$ cat config.mk
export PLATFORM = sky130hd
export DESIGN_NAME = timer_min_heap_sleep_queue_flat
export DESIGN_NICKNAME = d
export VERILOG_FILES = /design/src/rtl/core/tmhq_pkg.sv /design/src/rtl/core/tmhq_ifs.sv /design/src/rtl/core/tmhq_heap_mem.sv /design/src/rtl/core/tmhq_slot_mem.sv /design/src/rtl/core/timer_min_heap_sleep_queue.sv /design/src/flat_wrapper.sv
export SDC_FILE = /design/constraint.sdc
export NUM_CORES = 2
export LEC_CHECK = 0
export BUFFER_PORTS_ARGS = -buffer_cell sky130_fd_sc_hd__buf_2
export CORE_ASPECT_RATIO = 1.5
export CORE_UTILIZATION = 34
export CTS_CLUSTER_DIAMETER = 200
export DETAILED_ROUTE_END_ITERATION = 7
export SLEW_MARGIN = 40
export SYNTH_ARGS = -nofsm -noshare
export SYNTH_HDL_FRONTEND = slang
export SYNTH_SLANG_ARGS = --single-unit
$ cat constraint.sdc
create_clock -name clk -period 25.2 [get_ports clk]
set_input_delay 5.04 -clock clk [delete_from_list [all_inputs] [get_ports clk]]
set_output_delay 5.04 -clock clk [all_outputs]
set_load 0.02 [all_outputs]
$ cat src/rtl/core/tmhq_pkg.sv
// Shared types and constants for the timer min-heap sleep queue.
`default_nettype none
package tmhq_pkg;

  localparam int ID_W        = 5;
  localparam int NUM_IDS     = 32;
  localparam int CMD_W       = 2;
  localparam int STAT_W      = 2;
  localparam int PORT_TIME_W = 48;
  localparam int COUNT_W     = 6;

  typedef logic [ID_W-1:0] id_t;

  typedef enum logic [CMD_W-1:0] {
    CMD_INSERT = 2'd0,
    CMD_REMOVE = 2'd1,
    CMD_CHECK  = 2'd2,
    CMD_NOP    = 2'd3
  } cmd_t;

  typedef enum logic [STAT_W-1:0] {
    STAT_OK     = 2'd0,
    STAT_FULL   = 2'd1,
    STAT_DUP    = 2'd2,
    STAT_ABSENT = 2'd3
  } status_t;

  typedef enum logic [3:0] {
    ST_IDLE,
    ST_RM_RD,
    ST_RM_DAT,
    ST_P_RD,
    ST_P_CMP,
    ST_SD_L,
    ST_SD_R,
    ST_SD_C,
    ST_CK_RD,
    ST_CK_CMP,
    ST_CK_DEC,
    ST_CK_POP,
    ST_EMIT
  } state_t;

  typedef struct packed {
    status_t                status;
    logic                   valid;
    id_t                    id;
    logic [PORT_TIME_W-1:0] due;
    logic                   last;
  } result_t;

  localparam result_t RES_OK = '{status: STAT_OK, valid: 1'b0, id: '0, due: '0, last: 1'b1};

endpackage
`default_nettype wire

$ cat src/rtl/core/tmhq_ifs.sv
// Valid/ready channel interfaces for commands and results.
`default_nettype none
interface tmhq_in_if;
  import tmhq_pkg::*;
  logic                   valid;
  logic                   ready;
  logic [CMD_W-1:0]       cmd;
  logic [ID_W-1:0]        thread_id;
  logic [PORT_TIME_W-1:0] timeout;
  logic [PORT_TIME_W-1:0] now_time;
  modport source (output valid, cmd, thread_id, timeout, now_time, input ready);
  modport sink (input valid, cmd, thread_id, timeout, now_time, output ready);
endinterface

interface tmhq_out_if;
  import tmhq_pkg::*;
  logic                   valid;
  logic                   ready;
  logic [STAT_W-1:0]      status;
  logic                   expired_valid;
  logic [ID_W-1:0]        expired_id;
  logic [PORT_TIME_W-1:0] expired_due;
  logic [COUNT_W-1:0]     queue_count;
  logic                   last;
  modport source (output valid, status, expired_valid, expired_id, expired_due, queue_count,
                  last, input ready);
  modport sink (input valid, status, expired_valid, expired_id, expired_due, queue_count,
                last, output ready);
endinterface
`default_nettype wire

$ cat src/rtl/core/tmhq_heap_mem.sv
// Heap storage: deadline and owner per slot, one write and one registered read port.
`default_nettype none
module tmhq_heap_mem #(
  parameter int DEPTH = 33,
  parameter int AW    = 6,
  parameter int DW    = 48
) (
  input  wire logic                      clk,
  input  wire logic                      we,
  input  wire logic [AW-1:0]             waddr,
  input  wire logic [DW-1:0]             wdue,
  input  wire logic [tmhq_pkg::ID_W-1:0] wown,
  input  wire logic [AW-1:0]             raddr,
  output      logic [DW-1:0]             rd_due_r,
  output      logic [tmhq_pkg::ID_W-1:0] rd_own_r
);
  import tmhq_pkg::*;

  logic [DW-1:0]   due_mem [DEPTH];
  logic [ID_W-1:0] own_mem [DEPTH];

  // Write slot
  always_ff @(posedge clk) begin
    if (we) begin
      due_mem[waddr] <= wdue;
      own_mem[waddr] <= wown;
    end
  end

  // Registered read
  always_ff @(posedge clk) begin
    rd_due_r <= due_mem[raddr];
    rd_own_r <= own_mem[raddr];
  end

endmodule
`default_nettype wire

$ cat src/rtl/core/tmhq_slot_mem.sv
// Owner-to-slot map: heap slot of each queued id, registered read.
`default_nettype none
module tmhq_slot_mem #(
  parameter int SW = 6
) (
  input  wire logic                      clk,
  input  wire logic                      we,
  input  wire logic [tmhq_pkg::ID_W-1:0] waddr,
  input  wire logic [SW-1:0]             wdata,
  input  wire logic [tmhq_pkg::ID_W-1:0] raddr,
  output      logic [SW-1:0]             rdata_r
);
  import tmhq_pkg::*;

  logic [SW-1:0] slot_mem [NUM_IDS];

  // Write and read map
  always_ff @(posedge clk) begin
    if (we) begin
      slot_mem[waddr] <= wdata;
    end
    rdata_r <= slot_mem[raddr];
  end

endmodule
`default_nettype wire

$ cat src/rtl/core/timer_min_heap_sleep_queue.sv
// Timer queue: min-heap of deadlines in one heap memory plus an owner-to-slot map.
// One transaction is worked at a time; the next is taken once the last result is loaded.
// Insert: the new entry walks the top-down path, one heap level per cycle.
// Remove: tail entry refills the freed slot; sift-down reads left child, then right child,
// then compares, per level on the single heap read port. Check clock: a removal per expiry.
// Reset clears control, count, last clock and queued bits; memories are not cleared.
`default_nettype none
module timer_min_heap_sleep_queue #(
  parameter int MAX_ENTRIES = 32,
  parameter int TIME_BITS   = 48
) (
  input  wire logic   clk,
  input  wire logic   rst_n,
  tmhq_in_if.sink     in_ch,
  tmhq_out_if.source  out_ch
);
  import tmhq_pkg::*;

  localparam int SW = $clog2(MAX_ENTRIES + 1);
  localparam int KW = $clog2(SW);
  localparam int TW = TIME_BITS;

  // Position of the highest set bit of a slot number
  function automatic logic [KW-1:0] msb_pos(input logic [SW-1:0] v);
    logic [KW-1:0] p;
    p = '0;
    for (int b = 0; b < SW; b++) begin
      if (v[b]) p = KW'(b);
    end
    return p;
  endfunction

  state_t              state_r, state_nxt;
  cmd_t                mode_r, mode_nxt;
  id_t                 op_id_r, op_id_nxt;
  logic [SW-1:0]       count_r, count_nxt;
  logic [TW-1:0]       last_clock_r, last_clock_nxt;
  logic [NUM_IDS-1:0]  queued_r, queued_nxt;
  logic [SW-1:0]       s_r, s_nxt;
  logic [KW-1:0]       k_r, k_nxt;
  logic [SW-1:0]       i_r, i_nxt;
  logic [TW-1:0]       cur_due_r, cur_due_nxt;
  id_t                 cur_own_r, cur_own_nxt;
  logic [TW-1:0]       left_due_r, left_due_nxt;
  id_t                 left_own_r, left_own_nxt;
  logic                has_right_r, has_right_nxt;
  logic [TW-1:0]       root_due_r, root_due_nxt;
  id_t                 root_own_r, root_own_nxt;
  logic                more_r, more_nxt;
  logic                pend_r, pend_nxt;
  logic [TW-1:0]       pend_due_r, pend_due_nxt;
  id_t                 pend_own_r, pend_own_nxt;
  result_t             res_r, res_nxt;
  result_t             out_res_r, out_res_nxt;
  logic [COUNT_W-1:0]  out_count_r, out_count_nxt;
  logic                out_valid_r, out_valid_nxt;

  logic                hp_we;
  logic [SW-1:0]       hp_waddr;
  logic [TW-1:0]       hp_wdue;
  id_t                 hp_wown;
  logic [SW-1:0]       hp_raddr;
  logic [TW-1:0]       hp_rd_due;
  id_t                 hp_rd_own;
  logic [SW-1:0]       sm_rd_slot;

  // Heap memory and owner map
  tmhq_heap_mem #(.DEPTH(MAX_ENTRIES + 1), .AW(SW), .DW(TW)) u_heap (
    .clk      (clk),
    .we       (hp_we),
    .waddr    (hp_waddr),
    .wdue     (hp_wdue),
    .wown     (hp_wown),
    .raddr    (hp_raddr),
    .rd_due_r (hp_rd_due),
    .rd_own_r (hp_rd_own)
  );

  tmhq_slot_mem #(.SW(SW)) u_slot (
    .clk     (clk),
    .we      (hp_we),
    .waddr   (hp_wown),
    .wdata   (hp_waddr),
    .raddr   (op_id_r),
    .rdata_r (sm_rd_slot)
  );

  // Sequencer registers
  always_ff @(posedge clk) begin
    if (!rst_n) begin
      state_r      <= ST_IDLE;
      count_r      <= '0;
      last_clock_r <= '0;
      queued_r     <= '0;
      pend_r       <= 1'b0;
      out_valid_r  <= 1'b0;
    end else begin
      state_r      <= state_nxt;
      count_r      <= count_nxt;
      last_clock_r <= last_clock_nxt;
      queued_r     <= queued_nxt;
      pend_r       <= pend_nxt;
      out_valid_r  <= out_valid_nxt;
    end
  end

  always_ff @(posedge clk) begin
    mode_r      <= mode_nxt;
    op_id_r     <= op_id_nxt;
    s_r         <= s_nxt;
    k_r         <= k_nxt;
    i_r         <= i_nxt;
    cur_due_r   <= cur_due_nxt;
    cur_own_r   <= cur_own_nxt;
    left_due_r  <= left_due_nxt;
    left_own_r  <= left_own_nxt;
    has_right_r <= has_right_nxt;
    root_due_r  <= root_due_nxt;
    root_own_r  <= root_own_nxt;
    more_r      <= more_nxt;
    pend_due_r  <= pend_due_nxt;
    pend_own_r  <= pend_own_nxt;
    res_r       <= res_nxt;
    out_res_r   <= out_res_nxt;
    out_count_r <= out_count_nxt;
  end

  // Next state, memory accesses and results
  always_comb begin
    logic [TW:0]     sum;
    logic [TW-1:0]   in_due;
    logic [SW-1:0]   cnt_inc;
    logic [SW-1:0]   path_a;
    logic [KW-1:0]   k_dec;
    logic [SW:0]     lchild;
    logic [SW:0]     rchild;
    logic            pick_r;
    logic [TW-1:0]   y_due;
    id_t             y_own;
    logic [SW-1:0]   y_addr;
    logic            finish;
    logic            load;

    state_nxt      = state_r;
    mode_nxt       = mode_r;
    op_id_nxt      = op_id_r;
    count_nxt      = count_r;
    last_clock_nxt = last_clock_r;
    queued_nxt     = queued_r;
    s_nxt          = s_r;
    k_nxt          = k_r;
    i_nxt          = i_r;
    cur_due_nxt    = cur_due_r;
    cur_own_nxt    = cur_own_r;
    left_due_nxt   = left_due_r;
    left_own_nxt   = left_own_r;
    has_right_nxt  = has_right_r;
    root_due_nxt   = root_due_r;
    root_own_nxt   = root_own_r;
    more_nxt       = more_r;
    pend_nxt       = pend_r;
    pend_due_nxt   = pend_due_r;
    pend_own_nxt   = pend_own_r;
    res_nxt        = res_r;
    out_res_nxt    = out_res_r;
    out_count_nxt  = out_count_r;
    hp_we          = 1'b0;
    hp_waddr       = i_r;
    hp_wdue        = cur_due_r;
    hp_wown        = cur_own_r;
    hp_raddr       = '0;
    in_ch.ready    = 1'b0;
    finish         = 1'b0;
    load           = 1'b0;

    sum     = {1'b0, last_clock_r} + {1'b0, TW'(in_ch.timeout)};
    in_due  = sum[TW] ? {TW{1'b1}} : sum[TW-1:0];
    cnt_inc = count_r + 1'b1;
    path_a  = s_r >> k_r;
    k_dec   = k_r - 1'b1;
    lchild  = {i_r, 1'b0};
    rchild  = lchild + 1'b1;
    pick_r  = has_right_r && !(left_due_r < hp_rd_due);
    y_due   = pick_r ? hp_rd_due : left_due_r;
    y_own   = pick_r ? hp_rd_own : left_own_r;
    y_addr  = pick_r ? rchild[SW-1:0] : lchild[SW-1:0];

    case (state_r)
      ST_IDLE: begin
        in_ch.ready = 1'b1;
        if (in_ch.valid) begin
          mode_nxt  = cmd_t'(in_ch.cmd);
          op_id_nxt = in_ch.thread_id;
          res_nxt   = RES_OK;
          case (cmd_t'(in_ch.cmd))
            CMD_INSERT: begin
              if (queued_r[in_ch.thread_id]) begin
                res_nxt.status = STAT_DUP;
                state_nxt      = ST_EMIT;
              end else if ({1'b0, count_r} >= (SW + 1)'(MAX_ENTRIES)) begin
                res_nxt.status = STAT_FULL;
                state_nxt      = ST_EMIT;
              end else begin
                count_nxt                   = cnt_inc;
                queued_nxt[in_ch.thread_id] = 1'b1;
                cur_due_nxt                 = in_due;
                cur_own_nxt                 = in_ch.thread_id;
                s_nxt                       = cnt_inc;
                k_nxt                       = msb_pos(cnt_inc);
                state_nxt                   = ST_P_RD;
              end
            end
            CMD_REMOVE: begin
              if (!queued_r[in_ch.thread_id] || count_r == '0) begin
                res_nxt.status = STAT_ABSENT;
                state_nxt      = ST_EMIT;
              end else begin
                state_nxt = ST_RM_RD;
              end
            end
            CMD_CHECK: begin
              last_clock_nxt = TW'(in_ch.now_time);
              pend_nxt       = 1'b0;
              state_nxt      = ST_CK_RD;
            end
            default: begin
              state_nxt = ST_EMIT;
            end
          endcase
        end
      end

      // Fetch tail entry and the slot of the id to drop
      ST_RM_RD: begin
        hp_raddr  = count_r;
        state_nxt = ST_RM_DAT;
      end

      ST_RM_DAT: begin
        count_nxt          = count_r - 1'b1;
        queued_nxt[op_id_r] = 1'b0;
        if (hp_rd_own == op_id_r) begin
          finish = 1'b1;
        end else begin
          cur_due_nxt = hp_rd_due;
          cur_own_nxt = hp_rd_own;
          s_nxt       = sm_rd_slot;
          k_nxt       = msb_pos(sm_rd_slot);
          state_nxt   = ST_P_RD;
        end
      end

      // Start the top-down walk toward slot s
      ST_P_RD: begin
        if (k_r == '0) begin
          i_nxt     = s_r;
          state_nxt = ST_SD_L;
        end else begin
          hp_raddr  = path_a;
          state_nxt = ST_P_CMP;
        end
      end

      // Take the slot if strictly smaller, carry the old entry down
      ST_P_CMP: begin
        if (cur_due_r < hp_rd_due) begin
          hp_we       = 1'b1;
          hp_waddr    = path_a;
          cur_due_nxt = hp_rd_due;
          cur_own_nxt = hp_rd_own;
        end
        k_nxt = k_dec;
        if (k_dec == '0) begin
          i_nxt     = s_r;
          state_nxt = ST_SD_L;
        end else begin
          hp_raddr = s_r >> k_dec;
        end
      end

      // Sift down: stop at a leaf, else fetch left child
      ST_SD_L: begin
        if (lchild > {1'b0, count_r}) begin
          hp_we  = 1'b1;
          finish = 1'b1;
        end else begin
          hp_raddr  = lchild[SW-1:0];
          state_nxt = ST_SD_R;
        end
      end

      ST_SD_R: begin
        left_due_nxt  = hp_rd_due;
        left_own_nxt  = hp_rd_own;
        has_right_nxt = rchild <= {1'b0, count_r};
        hp_raddr      = rchild[SW-1:0];
        state_nxt     = ST_SD_C;
      end

      ST_SD_C: begin
        hp_we = 1'b1;
        if (cur_due_r > y_due) begin
          hp_wdue   = y_due;
          hp_wown   = y_own;
          i_nxt     = y_addr;
          state_nxt = ST_SD_L;
        end else begin
          finish = 1'b1;
        end
      end

      // Check clock: look at the root
      ST_CK_RD: begin
        if (count_r == '0) begin
          more_nxt  = 1'b0;
          state_nxt = ST_CK_DEC;
        end else begin
          hp_raddr  = SW'(1);
          state_nxt = ST_CK_CMP;
        end
      end

      ST_CK_CMP: begin
        root_due_nxt = hp_rd_due;
        root_own_nxt = hp_rd_own;
        more_nxt     = hp_rd_due <= last_clock_r;
        state_nxt    = ST_CK_DEC;
      end

      // Release the held expiry once the next root is known
      ST_CK_DEC: begin
        if (pend_r) begin
          res_nxt       = RES_OK;
          res_nxt.valid = 1'b1;
          res_nxt.id    = pend_own_r;
          res_nxt.due   = PORT_TIME_W'(pend_due_r);
          res_nxt.last  = !more_r;
          pend_nxt      = 1'b0;
          state_nxt     = ST_EMIT;
        end else if (more_r) begin
          state_nxt = ST_CK_POP;
        end else begin
          res_nxt   = RES_OK;
          state_nxt = ST_EMIT;
        end
      end

      ST_CK_POP: begin
        pend_nxt     = 1'b1;
        pend_due_nxt = root_due_r;
        pend_own_nxt = root_own_r;
        op_id_nxt    = root_own_r;
        state_nxt    = ST_RM_RD;
      end

      // Hand the result to the output register
      ST_EMIT: begin
        if (!out_valid_r || out_ch.ready) begin
          load      = 1'b1;
          state_nxt = res_r.last ? ST_IDLE : ST_CK_POP;
        end
      end

      default: begin
        state_nxt = ST_IDLE;
      end
    endcase

    if (finish) begin
      if (mode_r == CMD_CHECK) begin
        state_nxt = ST_CK_RD;
      end else begin
        res_nxt   = RES_OK;
        state_nxt = ST_EMIT;
      end
    end

    if (load) begin
      out_res_nxt   = res_r;
      out_count_nxt = COUNT_W'(count_r);
      out_valid_nxt = 1'b1;
    end else begin
      out_valid_nxt = out_valid_r && !out_ch.ready;
    end
  end

  // Output register
  assign out_ch.valid         = out_valid_r;
  assign out_ch.status        = out_res_r.status;
  assign out_ch.expired_valid = out_res_r.valid;
  assign out_ch.expired_id    = out_res_r.id;
  assign out_ch.expired_due   = out_res_r.due;
  assign out_ch.queue_count   = out_count_r;
  assign out_ch.last          = out_res_r.last;

  // Checks
  a_count_bound: assert property (@(posedge clk) disable iff (!rst_n)
    {1'b0, count_r} <= (SW + 1)'(MAX_ENTRIES))
    else $error("entry count above capacity");

  a_queued_match: assert property (@(posedge clk) disable iff (!rst_n)
    $countones(queued_r) == int'(count_r))
    else $error("queued ids disagree with entry count");

  a_leave_idle: assert property (@(posedge clk) disable iff (!rst_n)
    (in_ch.valid && in_ch.ready) |=> state_r != ST_IDLE)
    else $error("accepted transaction not started");

  a_expiry_ok: assert property (@(posedge clk) disable iff (!rst_n)
    (out_valid_r && out_res_r.valid) |-> (out_res_r.status == STAT_OK))
    else $error("expiry result with error status");

endmodule
`default_nettype wire
$ cat src/flat_wrapper.sv
// flat-port wrapper written by rule: the top's interface ports become plain ports
module timer_min_heap_sleep_queue_flat import tmhq_pkg::*;
#(
  parameter int MAX_ENTRIES = 32,
  parameter int TIME_BITS   = 48
)
  (clk, rst_n, in_ch_valid, in_ch_cmd, in_ch_thread_id, in_ch_timeout, in_ch_now_time, in_ch_ready, out_ch_valid, out_ch_status, out_ch_expired_valid, out_ch_expired_id, out_ch_expired_due, out_ch_queue_count, out_ch_last, out_ch_ready);
  tmhq_in_if in_ch_i ();
  tmhq_out_if out_ch_i ();
  input  wire logic clk;
  input  wire logic rst_n;
  input wire logic [$bits(in_ch_i.valid)-1:0] in_ch_valid;
  input wire logic [$bits(in_ch_i.cmd)-1:0] in_ch_cmd;
  input wire logic [$bits(in_ch_i.thread_id)-1:0] in_ch_thread_id;
  input wire logic [$bits(in_ch_i.timeout)-1:0] in_ch_timeout;
  input wire logic [$bits(in_ch_i.now_time)-1:0] in_ch_now_time;
  output wire logic [$bits(in_ch_i.ready)-1:0] in_ch_ready;
  output wire logic [$bits(out_ch_i.valid)-1:0] out_ch_valid;
  output wire logic [$bits(out_ch_i.status)-1:0] out_ch_status;
  output wire logic [$bits(out_ch_i.expired_valid)-1:0] out_ch_expired_valid;
  output wire logic [$bits(out_ch_i.expired_id)-1:0] out_ch_expired_id;
  output wire logic [$bits(out_ch_i.expired_due)-1:0] out_ch_expired_due;
  output wire logic [$bits(out_ch_i.queue_count)-1:0] out_ch_queue_count;
  output wire logic [$bits(out_ch_i.last)-1:0] out_ch_last;
  input wire logic [$bits(out_ch_i.ready)-1:0] out_ch_ready;
  assign in_ch_i.valid = in_ch_valid;
  assign in_ch_i.cmd = in_ch_cmd;
  assign in_ch_i.thread_id = in_ch_thread_id;
  assign in_ch_i.timeout = in_ch_timeout;
  assign in_ch_i.now_time = in_ch_now_time;
  assign in_ch_ready = in_ch_i.ready;
  assign out_ch_valid = out_ch_i.valid;
  assign out_ch_status = out_ch_i.status;
  assign out_ch_expired_valid = out_ch_i.expired_valid;
  assign out_ch_expired_id = out_ch_i.expired_id;
  assign out_ch_expired_due = out_ch_i.expired_due;
  assign out_ch_queue_count = out_ch_i.queue_count;
  assign out_ch_last = out_ch_i.last;
  assign out_ch_i.ready = out_ch_ready;
  timer_min_heap_sleep_queue #(.MAX_ENTRIES(MAX_ENTRIES), .TIME_BITS(TIME_BITS)) u_core (.clk(clk), .rst_n(rst_n), .in_ch(in_ch_i), .out_ch(out_ch_i));
endmodule
==> flow_metrics.env <==
export IMPL_wirelength_mm=316
export IMPL_post_route_period_util_pct=36.2
export IMPL_syn_avg_cell_area_um2=12.7
export IMPL_grt_max_degree=182
export IMPL_relSlewSlack_pct=34.0
export IMPL_cts_setup_buffers=0
export IMPL_start_util_pct=34.2
export IMPL_startpoint_type="flop"
export IMPL_fill_cells=27700
export IMPL_ys_ff_latch=2448
export IMPL_cts_hold_buf=0
export IMPL_core_area_um2=298000
export IMPL_wl_per_cell_um=25.8
export IMPL_fin_setup_tns_ns=0
export IMPL_final_antenna_net_count=0
export IMPL_synth_edff_count=2240
export IMPL_gp_congestion=0.941
export IMPL_status="finished, violations left"
export IMPL_cts_root_buffer="clkbuf_16"
export IMPL_final_setup_viol_count=0
export IMPL_drc=1
export IMPL_cp_max_fo=64
export IMPL_core_rowCount=245
export IMPL_yosysSeqAreaShare_pct=70.1
export IMPL_drive_above_1_share_pct=10.9
export IMPL_area_delta_synth_final_pct=13.9
export IMPL_yosys_cell_types_count=86
export IMPL_hp_class="reg2reg"
export IMPL_die_h_um=673
export IMPL_final_max_slew_viol_count=0
export IMPL_cts_buffers=211
export IMPL_cellPowerDensity_nw_per_um2=109
export IMPL_vias_per_cell=5.53
export IMPL_antenna_found_initial=14
export IMPL_hpwl_mm=186
export IMPL_drtIter0Drc=8091
export IMPL_grt_pass1_wl_mm=453
export IMPL_ir_drop_v=0.0000840
export IMPL_fin_crit_ns=9.11
export IMPL_dieArea_um2=302000
export IMPL_hold_violations=0
export IMPL_track_usage_pct=20.2
export IMPL_cts_resized=0
export IMPL_crit_required_ns=25.72
export IMPL_clk_latency_ns=0.89
export IMPL_clock_path_buffers=4
export IMPL_violations="DRC"
export IMPL_critPathCaptureType="flop"
export IMPL_synth_nets=8399
export IMPL_p_leak_nw=39.9
export IMPL_async_reset_ff_share_pct=0
export IMPL_fmax_mhz=110
export IMPL_r2r_setup_slack_ns=16.09
export IMPL_clock_sinks=2448
export IMPL_vias=68000
export IMPL_worst_pin_slew_ns=0.982
export IMPL_nets=8518
export IMPL_grt_pass1_vias=65600
export IMPL_boundaryPins=172
export IMPL_htree_num_levels=4
export IMPL_grt_overflow_total=0
export IMPL_cp_arrival_ns=9.64
export IMPL_syn_area_um2=102000
export IMPL_cts_tree="done"
export IMPL_synthCells=8041
export IMPL_clk_pin_slew_worst_paths_ns=0.07
export IMPL_criticalPathCategory="reg2reg"
export IMPL_die_w_um=449
export IMPL_portBuffers=171
export IMPL_cap_violations=0
export IMPL_skew_ns=0.0598
export IMPL_post_place_ws_ns=15.22
export IMPL_dr_pass1_iters=8
export IMPL_setup_ws_ns=16.09
export IMPL_yosysWarnings=0
export IMPL_ys_flop_type="edfxtp_1"
export IMPL_rsz0062_at_grt="false"
## cells in the final DEF, fill, tap and decap left out, drive strengths merged, types with 19 or more instances in the layout
cell / synthesis / routed
nand2: 1921 / 1921
buf: 158 / 371
a2bb2oi: 48 / 48
and3: 67 / 67
inv: 159 / 162
nor2: 288 / 288
clkbuf: 307 / 274
xnor2: 41 / 41
bufinv: 0 / 21
nor3: 86 / 86
a22oi: 63 / 63
edfxtp: 2240 / 2240
a311o: 52 / 52
o211ai: 41 / 41
a211o: 55 / 55
nand4: 157 / 157
a31oi: 171 / 171
a21o: 107 / 107
dfxtp: 208 / 208
a21oi: 317 / 317
a211oi: 22 / 22
a21boi: 56 / 56
o21a: 19 / 19
nand2b: 31 / 31
ha: 250 / 250
nand3: 721 / 721
clkinv: 1 / 78
o21ai: 126 / 126
mux4: 61 / 61
nor2b: 40 / 40
## metrics by stage
step,instance area (um^2),total power [mW],hold slack [ns],util [%],instances
after floorplan,102000,7.75,0.400,-,8041
after global placement,108000,9.16,0.401,36.2,11800
after detailed placement,109000,9.32,0.405,36.6,11900
after CTS,116000,12.6,0.421,38.9,12300
after global routing,116000,13.1,0.423,39.0,12300
final,116000,12.7,0.420,39.0,12300
## kinds of logic after synthesis
logic type	after synthesis	share of synthesized area (%)
fa+ha+maj	251	3.09
compound gates	1198	7.93
flops	2448	70.1
simple gates	3386	14.5
mux	76	1.50
xor+xnor	57	0.490
buf+inv	625	2.46
## layout make-up
cell class / instances / area, um^2 / share of cell area, %
antenna: 4 / 10.0 / 0.00862
clock buffer: 274 / 5770 / 4.97
clock inverter: 108 / 1110 / 0.953
inverter: 160 / 601 / 0.517
multi-input combinational: 4968 / 29100 / 25.0
sequential: 2448 / 71400 / 61.5
tap: 3952 / 4940 / 4.26
timing repair buffer: 371 / 3170 / 2.73
## where the power goes
group          internal, mW  leakage (nW)  switching, mW
combinational          1.15          14.6           2.75
sequential             5.19          21.9          0.244
clock                  1.83          3.37           1.49
## worst paths after layout
| path | from | endpoint | cells past startpoint |
|---|---|---|---|
| hold / removal | u_core.root_due_r[9]$_DFFE_PP_ | u_core.pend_due_r[9]$_DFFE_PP_ | 0 |
| hold reg to reg | u_core.root_due_r[9]$_DFFE_PP_ | u_core.pend_due_r[9]$_DFFE_PP_ | 0 |
| setup / recovery | u_core.u_heap.rd_due_r[25]$_DFF_P_ | u_core.u_slot.slot_mem[2][0]$_DFFE_PP_ | 21 |
| setup reg to reg | u_core.u_heap.rd_due_r[25]$_DFF_P_ | u_core.u_slot.slot_mem[2][0]$_DFFE_PP_ | 21 |
## Yosys cell counts (63+ instances only)
cell type / count / area share (%)
edfxtp_1: 2240 / 66
nand2_1: 1921 / 7.1
nand3_1: 721 / 3.5
a21oi_1: 317 / 1.6
clkbuf_1: 307 / 1.1
nor2_1: 288 / 1.1
ha_1: 250 / 3.1
dfxtp_1: 208 / 4.1
a31oi_1: 171 / 1.0
inv_1: 157 / 0.58
nand4_1: 157 / 0.96
buf_2: 114 / 0.56
o21ai_0: 112 / 0.55
a21o_1: 107 / 0.79
nor3_1: 83 / 0.41
and3_1: 67 / 0.41
a22oi_1: 63 / 0.46
## layer usage
layer,track usage (%),part of all wire [%],vias to the layer above
li1,-,-,29900
met1,24.2,37,34200
met2,35.7,51,3134
met3,2.21,7.0,708
met4,10.5,5.7,6
met5,0,0.011,-
## registers in the layout (all words and copies together), names as in the netlist, 57 cells and up
| register | flops |
|---|---|
| u_core.u_heap.due_mem | 1584 |
| u_core.u_heap.own_mem | 165 |
| u_core.u_slot.slot_mem | 192 |
| u_core.res_r | 57 |
## worst max-delay path, cell delays in order (launching register included)
cell and delay, ns:
dfxtp_1 0.40, inv_1 0.12, ha_1 0.34, a21oi_1 0.19
nor2_1 0.07, a2111oi_0 0.52, a2111oi_2 0.20, a2111oi_2 0.56
o21ai_2 0.34, nor2_4 0.40, buf_4 0.59, a21oi_1 0.28
ha_1 0.36, nand4_1 0.17, or3_1 0.44, or4_1 0.65
nor3_1 0.53, o31a_1 0.38, a31o_2 0.50, inv_2 0.39
a2111o_1 0.66, nor2b_1 0.56
(Power assumes the default switching activity.)
